## src/assert_macros.svh

```systemverilog
// assertion helpers, clocked on clk and held off during reset
`ifndef ASSERT_MACROS_SVH
`define ASSERT_MACROS_SVH

`define KMB_ASSERT(lbl, prop, msg) \
	lbl: assert property (@(posedge clk) disable iff (!arst_n) prop) else $error(msg);

`define KMB_ASSERT_NEXT(lbl, ante, cons, msg) \
	lbl: assert property (@(posedge clk) disable iff (!arst_n) (ante) |=> (cons)) \
		else $error(msg);

`endif

```

## src/kmb_pkg.sv

```systemverilog
package kmb_pkg;

	localparam int MAX_CLUSTERS = 16;
	localparam int MAX_DIMS     = 16;
	localparam int MAX_BATCH    = 8192;
	localparam int FRAC_BITS    = 16;

	localparam int CL_W    = $clog2(MAX_CLUSTERS);
	localparam int DIM_W   = $clog2(MAX_DIMS);
	localparam int ADDR_W  = CL_W + DIM_W;
	localparam int DEPTH   = MAX_CLUSTERS * MAX_DIMS;
	localparam int REG_W   = 5;
	localparam int VAL_W   = 32;
	localparam int CNT_W   = 32;
	localparam int HITS_W  = $clog2(MAX_BATCH + 1);
	localparam int SUM_W   = 48;
	localparam int DIST_W  = 63;
	localparam int DVD_W   = 48;
	localparam int DEN_W   = 46;
	localparam int DIVC_W  = $clog2(DVD_W);

	localparam logic [DIST_W-1:0] DIST_MAX = '1;
	localparam logic [CNT_W-1:0]  CNT_MAX  = '1;

	typedef logic [DIST_W-1:0] dist_t;

	typedef enum logic [1:0] {
		OP_LOAD     = 2'd0,
		OP_TRAIN    = 2'd1,
		OP_CLASSIFY = 2'd2,
		OP_NONE     = 2'd3
	} op_t;

	localparam logic CFG_NUM_CLUSTERS = 1'b0;
	localparam logic CFG_NUM_DIMS     = 1'b1;

	typedef enum logic [3:0] {
		S_IDLE,
		S_ELEM,
		S_REPORT,
		S_SUMRD,
		S_SUMWR,
		S_CLHIT,
		S_CLRD,
		S_CLDAT,
		S_CLMUL,
		S_CLNUM,
		S_CLDIV,
		S_CLWR,
		S_CLCNT,
		S_CLEND
	} state_t;

	typedef struct packed {
		logic shift;
		logic clear;
	} cell_ctrl_t;

	function automatic logic [REG_W-1:0] clamp_reg(input logic [REG_W-1:0] r,
			input logic [REG_W-1:0] mx);
		if (r == '0)
			return REG_W'(1);
		if (r > mx)
			return mx;
		return r;
	endfunction

endpackage

```

## src/kmb_cell.sv

```systemverilog
module kmb_cell (
	input  logic               clk,
	input  logic               arst_n,
	input  kmb_pkg::cell_ctrl_t ctrl,
	input  kmb_pkg::dist_t     in_dist,
	input  kmb_pkg::dist_t     term,
	output kmb_pkg::dist_t     run_q,
	output kmb_pkg::dist_t     nxt
);
	import kmb_pkg::*;

	logic [DIST_W:0] sum;

	assign sum = {1'b0, in_dist} + {1'b0, term};
	assign nxt = sum[DIST_W] ? DIST_MAX : sum[DIST_W-1:0];

	always_ff @(posedge clk or negedge arst_n) begin
		if (!arst_n) begin
			run_q <= '0;
		end else if (ctrl.clear) begin
			run_q <= '0;
		end else if (ctrl.shift) begin
			run_q <= nxt;
		end
	end
endmodule

```

## config.mk

```make
export PLATFORM = sky130hd
export DESIGN_NAME = kmb_cell
export DESIGN_NICKNAME = d
export VERILOG_FILES = /design/src/assert_macros.svh /design/src/kmb_pkg.sv /design/src/kmb_cell.sv
export SDC_FILE = /design/constraint.sdc
export NUM_CORES = 1
export LEC_CHECK = 0
export CORE_ASPECT_RATIO = 1.2
export CORE_MARGIN = 2
export CORE_UTILIZATION = 45
export CTS_CLUSTER_DIAMETER = 100
export DETAILED_ROUTE_END_ITERATION = 10
export DONT_BUFFER_PORTS = 1
export HOLD_SLACK_MARGIN = 0.03
export PLACE_DENSITY = 0.6
export SLEW_MARGIN = 20
export SYNTH_ARGS = -nofsm -noshare
export SYNTH_HDL_FRONTEND = slang
export SYNTH_SLANG_ARGS = --single-unit
```

## constraint.sdc

```tcl
create_clock -name clk -period 5.35 [get_ports clk]
set_input_delay 0.535 -clock clk [delete_from_list [all_inputs] [get_ports clk]]
set_output_delay 0.535 -clock clk [all_outputs]
set_load 0.01 [all_outputs]
```

# --- After elaboration in Yosys (flattened, before gate mapping) ---
# Cells that the tools add are included.
totals:
  word_cells: 6
  register_bits: 63
  output_inout_bits: 126
  input_bits: 130
classes:
  n_mux: 3
  add_sub_neg: 1
  n_reduce_logical: 1
ops:
  columns: ["cell", "n"]
  rows:
  - ["two-way mux 63 bit", 3]
  - ["adder 63 x 63 -> 64 bit", 1]
  - ["nonzero test 2 bit", 1]

# --- Longest topological paths before layout ---
depth:
  ltp_word: 4
  depth_mapped: 13
  depth_no_buf: 12

# --- Least setup slack after synthesis ---
# Ideal clock, no wire load.
synth_path:
  path_kind: "input to output"
  startpoint: "in in_dist[0]"
  endpoint: "out nxt[54]"
  path_buffers: 0
  arrival_ns: 3.314
  t_required_ns: 4.815
  path_stages: 12
  path_slack_ns: 1.501
  path_cell_list: "ha_1 -> fa_1 -> a21o_1 -> a221oi_2 -> o211ai_1 -> and4b_4 -> a2111oi_4 -> o31ai_2 -> a211o_1 -> a211oi_2 -> xnor2_1 -> nand2b_1"
synth_via:
  elab_chain_cells: 2
synth_lines:
  columns: ["item", "line", "source"]
  rows:
  - ["start: declaration", "kmb_cell.sv:5", "input kmb_pkg::dist_t in_dist,"]
  - ["adder 63 x 63 -> 64 bit", "kmb_cell.sv:14", "assign sum = {1'b0, in_dist} + {1'b0, term};"]
  - ["two-way mux 63 bit", "kmb_cell.sv:15", "assign nxt = sum[DIST_W] ? DIST_MAX : sum[DIST_W-1:0];"]
  - ["end: declaration", "kmb_cell.sv:8", "output kmb_pkg::dist_t nxt"]
# Every way passes these cells.

# --- Worst setup path in the final report ---
layout_path:
  startpoint: "in in_dist[38]"
  endpoint: "out nxt[22]"
# The elaborated chain is that of the path after synthesis.

==> impl_metrics.yaml <==
grt:
  use_met1_pct: 37.62
  grt_use_met2_pct: 50.88
  first_global_vias: 6446
  gr-total-overflow: 0
  grt-busiest-layer: "met2"
  gr-usage-all-layers_pct: 29.60
  met3_usage_pct: 5.157
  antenna_found_initial: 0
  grt_max_degree: 80
  grt_pass1_wl_um: 36100
layout:
  layout-drive-gt1-share_pct: 4.282
  top_register: "run_q"
  largest_reg_flops: 63
  reg_top3: "run_q: 63 flops"
  syn2layout_area_growth_pct: 5.653
  layout.cells.non_filler: 1064
  nFillCells: 1551
  mostFrequentLayoutCell: "nor2_1"
  antennaDiodeCount: 0
  final_cell_mix: "nor2_1 (145), nand2_1 (107), a21oi_1 (84)"
  final_nets: 1053
floorplanning:
  die-area_um2: 15950
  start_util_pct: 46.30
  die_height_um: 138.0
  die_w_um: 115.6
  core-area_um2: 14530
  num_rows: 48
  io_pins: 256
worst_setup_path:
  crit_required_ns: 4.82
  start_kind: "input pin"
  worstPathArrival_ns: 3.75
  crit_type: "in2out"
  endpoint_kind: "primary output"
  path_max_fanout: 64
  path_cells: "ha_1 -> a21oi_1 -> o21ai_0 -> a221oi_1 -> o221ai_1 -> a211oi_2 -> o41ai_4 -> a31oi_4 -> buf_12 -> nand2_1"
  slowest_stage: "a221oi_1"
  slowest_delay_ns: 0.46
clocking:
  clock_sinks: 63
  post_cts_resized: 0
  root_buffer: "clkbuf_16"
  clk_latency_ns: 0.34
  clk_pin_slew_worst_paths_ns: 0.07
  cts_tree: "built"
  cts_buffers: 9
  cts_max_level: 3
  cts_max_path_buffers: 2
place:
  routabilityCongestion: 0.9450
  hpwl_um: 19430
  port_buffers: 0
  place_inst: 1047
timing:
  relSlewSlack_pct: 45.00
  final-setup-viol-count: 0
  hold_viol: 0
  timing.fmax_mhz: 233.4
  tightest_slew_ns: 0.8215
  rsz0062_at_grt: "false"
  skew_ns: 0
  period_needed_ns: 4.285
  setup_tns_ns: 0
  drv_slew: 0
  finalCritPeriodShare_pct: 80.10
routing:
  vias: 6745
  totalWireLength_um: 24680
  drc: 0
  dr.pass1.iters: 5
  avgViaCountPerCell: 6.339
  ant_nets: 0
  wire_per_inst_um: 23.19
  drt_iter0_markers: 564
synth:
  syn-num-nets: 1102
  ys_types: 54
  synth_area_um2: 6729
  synthArstFlopShare_pct: 100.0
  ys_ff_latch: 63
  ys.flop_type: "dfrtp_1"
  netlist_instances: 908
  synth_top_area_share_pct: 23.43
  synth_edf_count: 0
  yosys_warnings: 0
  yosys-top-cells-area: "dfrtp_1 (23%), ha_1 (12%), nor2_1 (8.1%)"
  avgSynthCellArea_um2: 7.411
  ys_seq_area_share_pct: 23.43
  synth_top_cell_by_area: "dfrtp_1"
pwr:
  power.leakage_nw: 3.058
  power.density_nw_per_um2: 294.0
  peakVddDrop_mv: 0.1273
job:
  maxCapViolCount: 0
outcome:
  status: "finished, final reports clean"
worst_hold_path:
  hold_path.class: "in2async"
==> Yosys cell counts, drive strengths merged (2+ instances only) <==
cell type and instances:
a221o 2, o41ai 3, dfrtp 63, a21oi 84, nand2b 20, buf 20, o21bai 11, nand4 28
a31o 3, a311oi 14, inv 17, o31a 2, nor2 145, o21ai 44, xnor2 36, nor2b 2
or4 2, o21a 29, o22ai 2, a221oi 4, o211ai 2, nor3 28, xor2 23, ha 63
or3 2, a31oi 10, and2 3, a21o 28, clkbuf 43, nand2 107, or2 3, a211oi 18
and3 6, o221ai 6, nor4 4, o31ai 8, nand3 10, a21boi 4
==> cell families (layout without fill, tap and decap cells) <==
logic type,Yosys count,after routing,synth area share (%)
compound gates,280,280,28.28
xor+xnor,59,59,7.679
fa+ha+maj,64,64,12.01
buf+inv,80,36,4.834
flops,63,63,23.43
simple gates,362,362,23.76
==> area by class of cell <==
type	count	area (um^2)	share of cell area, %
Inverter	17	63.81	0.8976
Tap cell	200	250.2	3.520
Timing Repair Buffer	3	55.05	0.7744
Clock inverter	7	102.6	1.443
Clock buffer	9	225.2	3.168
Multi-Input combinational cell	765	4836	68.02
Sequential cell	63	1577	22.18
==> critical path: cells and delay by family <==
family          cells  cell delay [ns]
fa+ha+maj           1             0.40
compound gates      7             2.22
simple gates        1             0.23
buf+inv             1             0.34
==> repair_timing <==
action | 4_1_cts | 5_1_grt
setup buffers | 0 | 0
endpoints found under the hold margin | 63 | 0
hold buffers | 1 | 0
==> worst paths after layout <==
check / startpoint / endpoint / slack (ns) / depth (start not counted)
hold reg to reg: run_q[59] / run_q[59] / 0.60 / 2
setup reg to reg: run_q[24] / run_q[24] / 4.44 / 3
min in group clk: ctrl[0] / run_q[3] / 0.25 / 1
setup / recovery: in_dist[38] / nxt[22] / 1.06 / 10
hold / removal: arst_n / run_q[61] / 0.07 / 1
max in group asynchronous: arst_n / run_q[39] / 5.00 / 1
==> per-layer routing <==
layer	part of all wire [%]	wire length [um]
met5	0	0
met2	49	12000
met3	7.4	1830
met4	2.5	624
met1	41	10220
==> power breakdown <==
group          internal, mW  switching (mW)
clock                 0.414           0.253
sequential            0.524          0.0623
combinational         0.270           0.567
==> metrics by stage <==
step / area (um^2) / utilization (%) / worst slack [ns] / hold slack [ns] / power (mW)
after floorplan: 6729 / - / 1.501 / 0.2394 / 1.193
after detailed placement: 6754 / 46.47 / 1.095 / 0.2408 / 1.403
final: 7109 / 48.92 / 1.065 / 0.06544 / 2.090
after global routing: 7109 / 48.92 / 0.8602 / 0.08612 / 2.189
after CTS: 7109 / 48.92 / 1.087 / 0.07559 / 2.087
after global placement: 6754 / 46.47 / 1.180 / 0.2407 / 1.400
(Power assumes the default switching activity.)
