### src/assert_macros.svh
// assertion helpers, clocked on clk and held off during reset
`ifndef ASSERT_MACROS_SVH
`define ASSERT_MACROS_SVH

`define KMB_ASSERT(lbl, prop, msg) \
	lbl: assert property (@(posedge clk) disable iff (!arst_n) prop) else $error(msg);

`define KMB_ASSERT_NEXT(lbl, ante, cons, msg) \
	lbl: assert property (@(posedge clk) disable iff (!arst_n) (ante) |=> (cons)) \
		else $error(msg);

`endif

### src/kmb_pkg.sv
package kmb_pkg;

	localparam int MAX_CLUSTERS = 16;
	localparam int MAX_DIMS     = 16;
	localparam int MAX_BATCH    = 8192;
	localparam int FRAC_BITS    = 16;

	localparam int CL_W    = $clog2(MAX_CLUSTERS);
	localparam int DIM_W   = $clog2(MAX_DIMS);
	localparam int ADDR_W  = CL_W + DIM_W;
	localparam int DEPTH   = MAX_CLUSTERS * MAX_DIMS;
	localparam int REG_W   = 5;
	localparam int VAL_W   = 32;
	localparam int CNT_W   = 32;
	localparam int HITS_W  = $clog2(MAX_BATCH + 1);
	localparam int SUM_W   = 48;
	localparam int DIST_W  = 63;
	localparam int DVD_W   = 48;
	localparam int DEN_W   = 46;
	localparam int DIVC_W  = $clog2(DVD_W);

	localparam logic [DIST_W-1:0] DIST_MAX = '1;
	localparam logic [CNT_W-1:0]  CNT_MAX  = '1;

	typedef logic [DIST_W-1:0] dist_t;

	typedef enum logic [1:0] {
		OP_LOAD     = 2'd0,
		OP_TRAIN    = 2'd1,
		OP_CLASSIFY = 2'd2,
		OP_NONE     = 2'd3
	} op_t;

	localparam logic CFG_NUM_CLUSTERS = 1'b0;
	localparam logic CFG_NUM_DIMS     = 1'b1;

	typedef enum logic [3:0] {
		S_IDLE,
		S_ELEM,
		S_REPORT,
		S_SUMRD,
		S_SUMWR,
		S_CLHIT,
		S_CLRD,
		S_CLDAT,
		S_CLMUL,
		S_CLNUM,
		S_CLDIV,
		S_CLWR,
		S_CLCNT,
		S_CLEND
	} state_t;

	typedef struct packed {
		logic shift;
		logic clear;
	} cell_ctrl_t;

	function automatic logic [REG_W-1:0] clamp_reg(input logic [REG_W-1:0] r,
			input logic [REG_W-1:0] mx);
		if (r == '0)
			return REG_W'(1);
		if (r > mx)
			return mx;
		return r;
	endfunction

endpackage

### src/kmb_divider.sv
module kmb_divider (
	input  logic                      clk,
	input  logic                      arst_n,
	input  logic                      start,
	input  logic [kmb_pkg::DVD_W-1:0] dividend,
	input  logic [kmb_pkg::DEN_W-1:0] divisor,
	output logic                      done,
	output logic [kmb_pkg::DVD_W-1:0] quotient
);
	import kmb_pkg::*;

	logic              busy_q;
	logic [DIVC_W-1:0] cnt_q;
	logic [DEN_W:0]    rem_q;
	logic [DVD_W-1:0]  quo_q;
	logic [DEN_W-1:0]  dvs_q;
	logic [DEN_W:0]    trial;
	logic              ge;

	assign trial    = {rem_q[DEN_W-1:0], quo_q[DVD_W-1]};
	assign ge       = trial >= {1'b0, dvs_q};
	assign quotient = quo_q;

	always_ff @(posedge clk or negedge arst_n) begin
		if (!arst_n) begin
			busy_q <= 1'b0;
			cnt_q  <= '0;
			done   <= 1'b0;
		end else if (start) begin
			busy_q <= 1'b1;
			cnt_q  <= '0;
			done   <= 1'b0;
		end else if (busy_q) begin
			cnt_q <= cnt_q + DIVC_W'(1);
			if (cnt_q == DIVC_W'(DVD_W - 1)) begin
				busy_q <= 1'b0;
				done   <= 1'b1;
			end
		end else begin
			done <= 1'b0;
		end
	end

	always_ff @(posedge clk) begin
		if (start) begin
			rem_q <= '0;
			quo_q <= dividend;
			dvs_q <= divisor;
		end else if (busy_q) begin
			rem_q <= ge ? (trial - {1'b0, dvs_q}) : trial;
			quo_q <= {quo_q[DVD_W-2:0], ge};
		end
	end
endmodule

### config.mk
export PLATFORM = sky130hd
export DESIGN_NAME = kmb_divider
export DESIGN_NICKNAME = d
export VERILOG_FILES = /design/src/assert_macros.svh /design/src/kmb_pkg.sv /design/src/kmb_divider.sv
export SDC_FILE = /design/constraint.sdc
export NUM_CORES = 1
export LEC_CHECK = 0
export BUFFER_PORTS_ARGS = -buffer_cell sky130_fd_sc_hd__buf_2
export CAP_MARGIN = 20
export CELL_PAD_IN_SITES_DETAIL_PLACEMENT = 1
export CELL_PAD_IN_SITES_GLOBAL_PLACEMENT = 1
export CORE_MARGIN = 3
export CORE_UTILIZATION = 44
export CTS_CLUSTER_SIZE = 20
export DETAILED_ROUTE_END_ITERATION = 12
export PLACE_DENSITY_LB_ADDON = 0.15
export SLEW_MARGIN = 20
export SYNTH_ARGS = -nofsm -noshare
export SYNTH_HDL_FRONTEND = slang
export SYNTH_SLANG_ARGS = --single-unit
### constraint.sdc
create_clock -name clk -period 3.7 [get_ports clk]
set_input_delay 0.37 -clock clk [delete_from_list [all_inputs] [get_ports clk]]
set_output_delay 0.37 -clock clk [all_outputs]
set_load 0.01 [all_outputs]
# Yosys cells after proc, flatten, opt, wreduce, memory -nomap -nowiden
# Cells that the tools add are included.
# totals
regBits	148
input_bits	97
# op_classes
addsub	2
magnitude_cmp	1
n_eq_ne	2
n_mux	11
reduce_logical	1
# op_table
operator	n
$mux W48	2
$ge A47 B46 Y1	1
$mux W46	1
$sub A46 B46 Y46	1
$mux W6	2
$add A6 B1 Y6 const B	1
$eq A6 B6 Y1 const B	1
$mux W1	6
$ne A3 B2 Y1 const B	1
$reduce_bool A2 Y1	1

# Depth between registers and ports, before layout
# logic_depth
ltp_word	4
depth_mapped	14

# Least setup slack after synthesis
# OpenSTA, ideal clock, no wires.
# synth_timing
path_kind	register to register
startpoint	register quo_q[47] (netlist: quotient[47])
endpoint	register rem_q[30]
setup_time_ps	86
arrival_ps	2808
path_slack_ps	806
stages_incl_launch_ff	14
period_less_slack_ps	2894
path_cell_list	edfxtp_1 -> inv_1 -> ha_1 -> inv_1 -> fa_1 -> a21oi_1 -> o211ai_1 -> nand3_1 -> nand3_1 -> a2111oi_0 -> o21ai_0 -> xor2_1 -> mux2i_1 -> a211oi_1
# synth_between
elab_chain_len	2
word_cells_on_any_way	3
cone_classes	add/sub: 1; order compare: 1; mux: 1
# synth_rtl
item	line_no	text
from (decl)	kmb_divider.sv:15	logic [DVD_W-1:0] quo_q;
from (signal assigned)	kmb_divider.sv:47	quo_q <= dividend;
from (signal assigned)	kmb_divider.sv:51	quo_q <= {quo_q[DVD_W-2:0], ge};
$sub A46 B46 Y46 / $ge A47 B46 Y1 (equally long branches)	kmb_divider.sv:50, kmb_divider.sv:21	
$mux W46 *	kmb_divider.sv:50	rem_q <= ge ? (trial - {1'b0, dvs_q}) : trial;
to (signal assigned)	kmb_divider.sv:50	
to (decl)	kmb_divider.sv:14	logic [DEN_W:0] rem_q;
# Every way passes the cells marked *; elsewhere a longest branch is shown, timed or not.
# A chain may end at the register's enable or synchronous reset.

# Worst setup path in the final report
# layout_timing
startpoint	register dvs_q[16]
endpoint	register rem_q[10]
# layout_between
elab_chain_len	2
# layout_rtl
item	line_no	text
from (decl)	kmb_divider.sv:16	logic [DEN_W-1:0] dvs_q;
from (signal assigned)	kmb_divider.sv:48	dvs_q <= divisor;
$ge A47 B46 Y1	kmb_divider.sv:21	assign ge = trial >= {1'b0, dvs_q};
$mux W46	kmb_divider.sv:50	
# No other way between the ends.

==> flow_summary.toml <==
[pwr]
power_switching_mw = 3.07
clockPowerShare_pct = 23.6
p_leak_nw = 4.41
sw_frac_of_total_pct = 40.8
powerDensity_nw_per_um2 = 726
power_frac_seq_pct = 31.0
peakVddDrop_uv = 384
p_total_mw = 7.52
p_comb_share_pct = 45.4
p_int_mw = 4.45

[clock_network]
cts_made_buffers = 17
cts.sinks = 148
cts_max_path_buffers = 2
clk_pin_slew_ns = 0.07
cts_root_buf = "clkbuf_16"
h-tree-depth = 4
cts_tree = "yes"
clock_latency_ns = 0.45
cts_setup_buffers = 0

[worst_setup_path]
crit_buf_inv = 2
cp-end-kind = "register"
cp_cell_sequence = "inv_1 -> ha_1 -> a21oi_2 -> o21a_1 -> o21bai_1 -> a2111oi_4 -> and2_4 -> a211oi_4 -> or2_2 -> buf_4 -> mux2i_1 -> a211oi_1"
path_depth = 12
cp.required_ns = 3.97
r2r_cells = 12
critPathTopFamily = "compound AO/OA/AOI/OAI gates"
path_class = "reg2reg"
worstPathMaxFanout = 19
max_stage_delay_ns = 0.56
cp.arrival_ns = 3.66
critPathSlowestCell = "or2_2"
critPathLaunchType = "register"

[synth]
syn_area_sq_um = 8810
ys_ff_latch = 148
synthTopCellsByArea = "edfxtp_1 (32%), dfxtp_1 (10%), ha_1 (6.7%), mux2_2 (6.1%), nand2_1 (3.5%)"
synthTopCellsByCount = "edfxtp_1 (94), nand2_1 (81), nor2_1 (71)"
async_reset_ff_share_pct = 5.41
yosys_warnings = 0
synth_ff_type = "edfxtp_1"
syn_nets = 1024
yosys.cell_types.count = 72
synth_edf_count = 94
synth_most_common_cell = "edfxtp_1"
synth_top_area_cell = "edfxtp_1"
synth_top_area_share_pct = 32.0
ys_seq_area_share_pct = 44.8
avgSynthCellArea_sq_um = 10.0
synth_cells = 879

[sta]
rsz0062_at_grt = "no"
slew_viol_final = 0
max_slew.worst_pin.slew_ns = 0.968
finalSetupViolations = 0
fmax_mhz = 295
worst_slack_ns = 0.310
hold_viol = 0
period_minus_slack_ns = 3.39
finalCritPeriodShare_pct = 91.6
skew_ns = 0.0155
finalSetupTns_ns = 0
slew_headroom_pct = 35.5

[route]
drtAntennaViolNets = 0
drc = 0
wire_per_inst_um = 18.5
drt-initial-drc-count = 324
num_vias = 7146
wirelength_um = 23800
dr.pass1.iters = 4
vias_per_cell = 5.54

[global_routing]
antenna_found_initial = 0
grt_max_degree = 96
grt_pass1_vias = 7607
grt_pass1_wl_um = 39500
grt_usage_pct = 22.5
grt-ovfl-total = 0

[run]
maxCapViolCount = 0

[place]
gp_congestion = 0.824
dpl.hpwl_um = 17400
numPortBuffers = 145
dp_cells = 1256
pre_cts_ws_ns = 0.302
dpl_cell_area_sq_um = 9750

[floorplan]
rows = 51
start_util_pct = 45.0
core_area_sq_um = 19600
dieArea_sq_um = 21800
ios = 146
die_h_um = 148
die_w_um = 148

[worst_hold_path]
hp-class = "in2reg"
min_path_cells = 1

[finish]
drive_above_1_share_pct = 25.3
area_growth_pct = 17.5
n_antenna_cell = 0
nNetsFinal = 1156
final_area_sq_um = 10400
stdcell_count = 1289

[outcome]
run_status = "complete, no violations"
[registers in the layout (all words and copies together) (netlist names)]
| register | count |
|---|---|
| busy_q | 1 |
| done | 1 |
| cnt_q | 6 |
| rem_q | 46 |
| quotient | 48 |
| dvs_q | 46 |
[metal layers]
layer  track usage (%)  routed length, um  vias to the layer above
li1                  -                  -                     3484
met1              28.7              10800                     3486
met2              37.1              11300                      163
met3              7.42               1540                       13
met4              5.50                170                        0
met5                 0                  0                        -
[what timing repair did]
action | in CTS | in global routing
hold buffers | 1 | 0
hold endpoints to repair | 8 | 0
resized for setup | 0 | 0
[cell usage in the layout (no fill, tap or decap), drive strengths merged, types with 6 or more instances in the layout]
cell type	n
ha	47
xor2	20
dfxtp	46
a31oi	9
nand2	82
a21oi	61
nand2b	9
nor3b	8
o21bai	8
inv	68
o211ai	6
clkbuf	18
nand3	16
xnor2	20
dfrtp	8
a21o	13
o21a	7
o21ai	37
nand4	19
a311oi	21
and3	6
mux2i	23
nor3	15
mux2	48
buf	160
a211oi	26
nor2	72
nor2b	6
edfxtp	94
[logic make-up (layout without fill, tap and decap cells)]
logic type | Yosys count | count (layout) | share of synthesized area (%)
and+or+nand+nor | 255 | 255 | 13.9
AOI/OAI and AO/OA | 210 | 210 | 16.4
DFF | 148 | 148 | 44.8
buffers and inverters | 107 | 252 | 5.31
muxes | 71 | 71 | 8.75
adders and majority gates | 48 | 48 | 6.90
xor gates and xnor gates | 40 | 40 | 3.98
[power by group through the flow]
stage                     Combinational, mW  Sequential (mW)  Clock [mW]
after floorplan                        2.56             2.33           0
after global placement                 3.32             2.35           0
after detailed placement               3.38             2.36           0
after CTS                              3.43             2.33        1.82
after global routing                   3.81             2.38        1.89
final                                  3.41             2.33        1.77
[per-stage QoR]
step           hold slack, ns  utilization [%]
6_report                0.100             52.8
2_1_floorplan          0.0744                -
5_1_grt                0.0813             52.8
3_5_place_dp            0.226             49.8
4_1_cts                0.0857             52.8
3_3_place_gp            0.224             49.8
[final timing paths]
check | start | slack [ns] | endpoint
worst max register to register | dvs_q[16] | 0.31 | rem_q[10]
worst min-delay path | divisor[3] | 0.10 | dvs_q[3]
worst min register to register | rem_q[4] | 0.50 | rem_q[5]
max in group asynchronous | arst_n | 3.22 | busy_q
min in group asynchronous | arst_n | 0.29 | cnt_q[5]
worst max-delay path | dvs_q[16] | 0.31 | rem_q[10]
[area by class of cell]
class,instances,area [sq um]
multi-input combinational,624,4400
sequential,148,3950
clock buffer,18,429
fill,2228,9240
timing repair buffer,161,867
clock inverter,14,160
inverter,59,221
tap,265,332
Note: power is estimated with default switching activity, not from simulation.
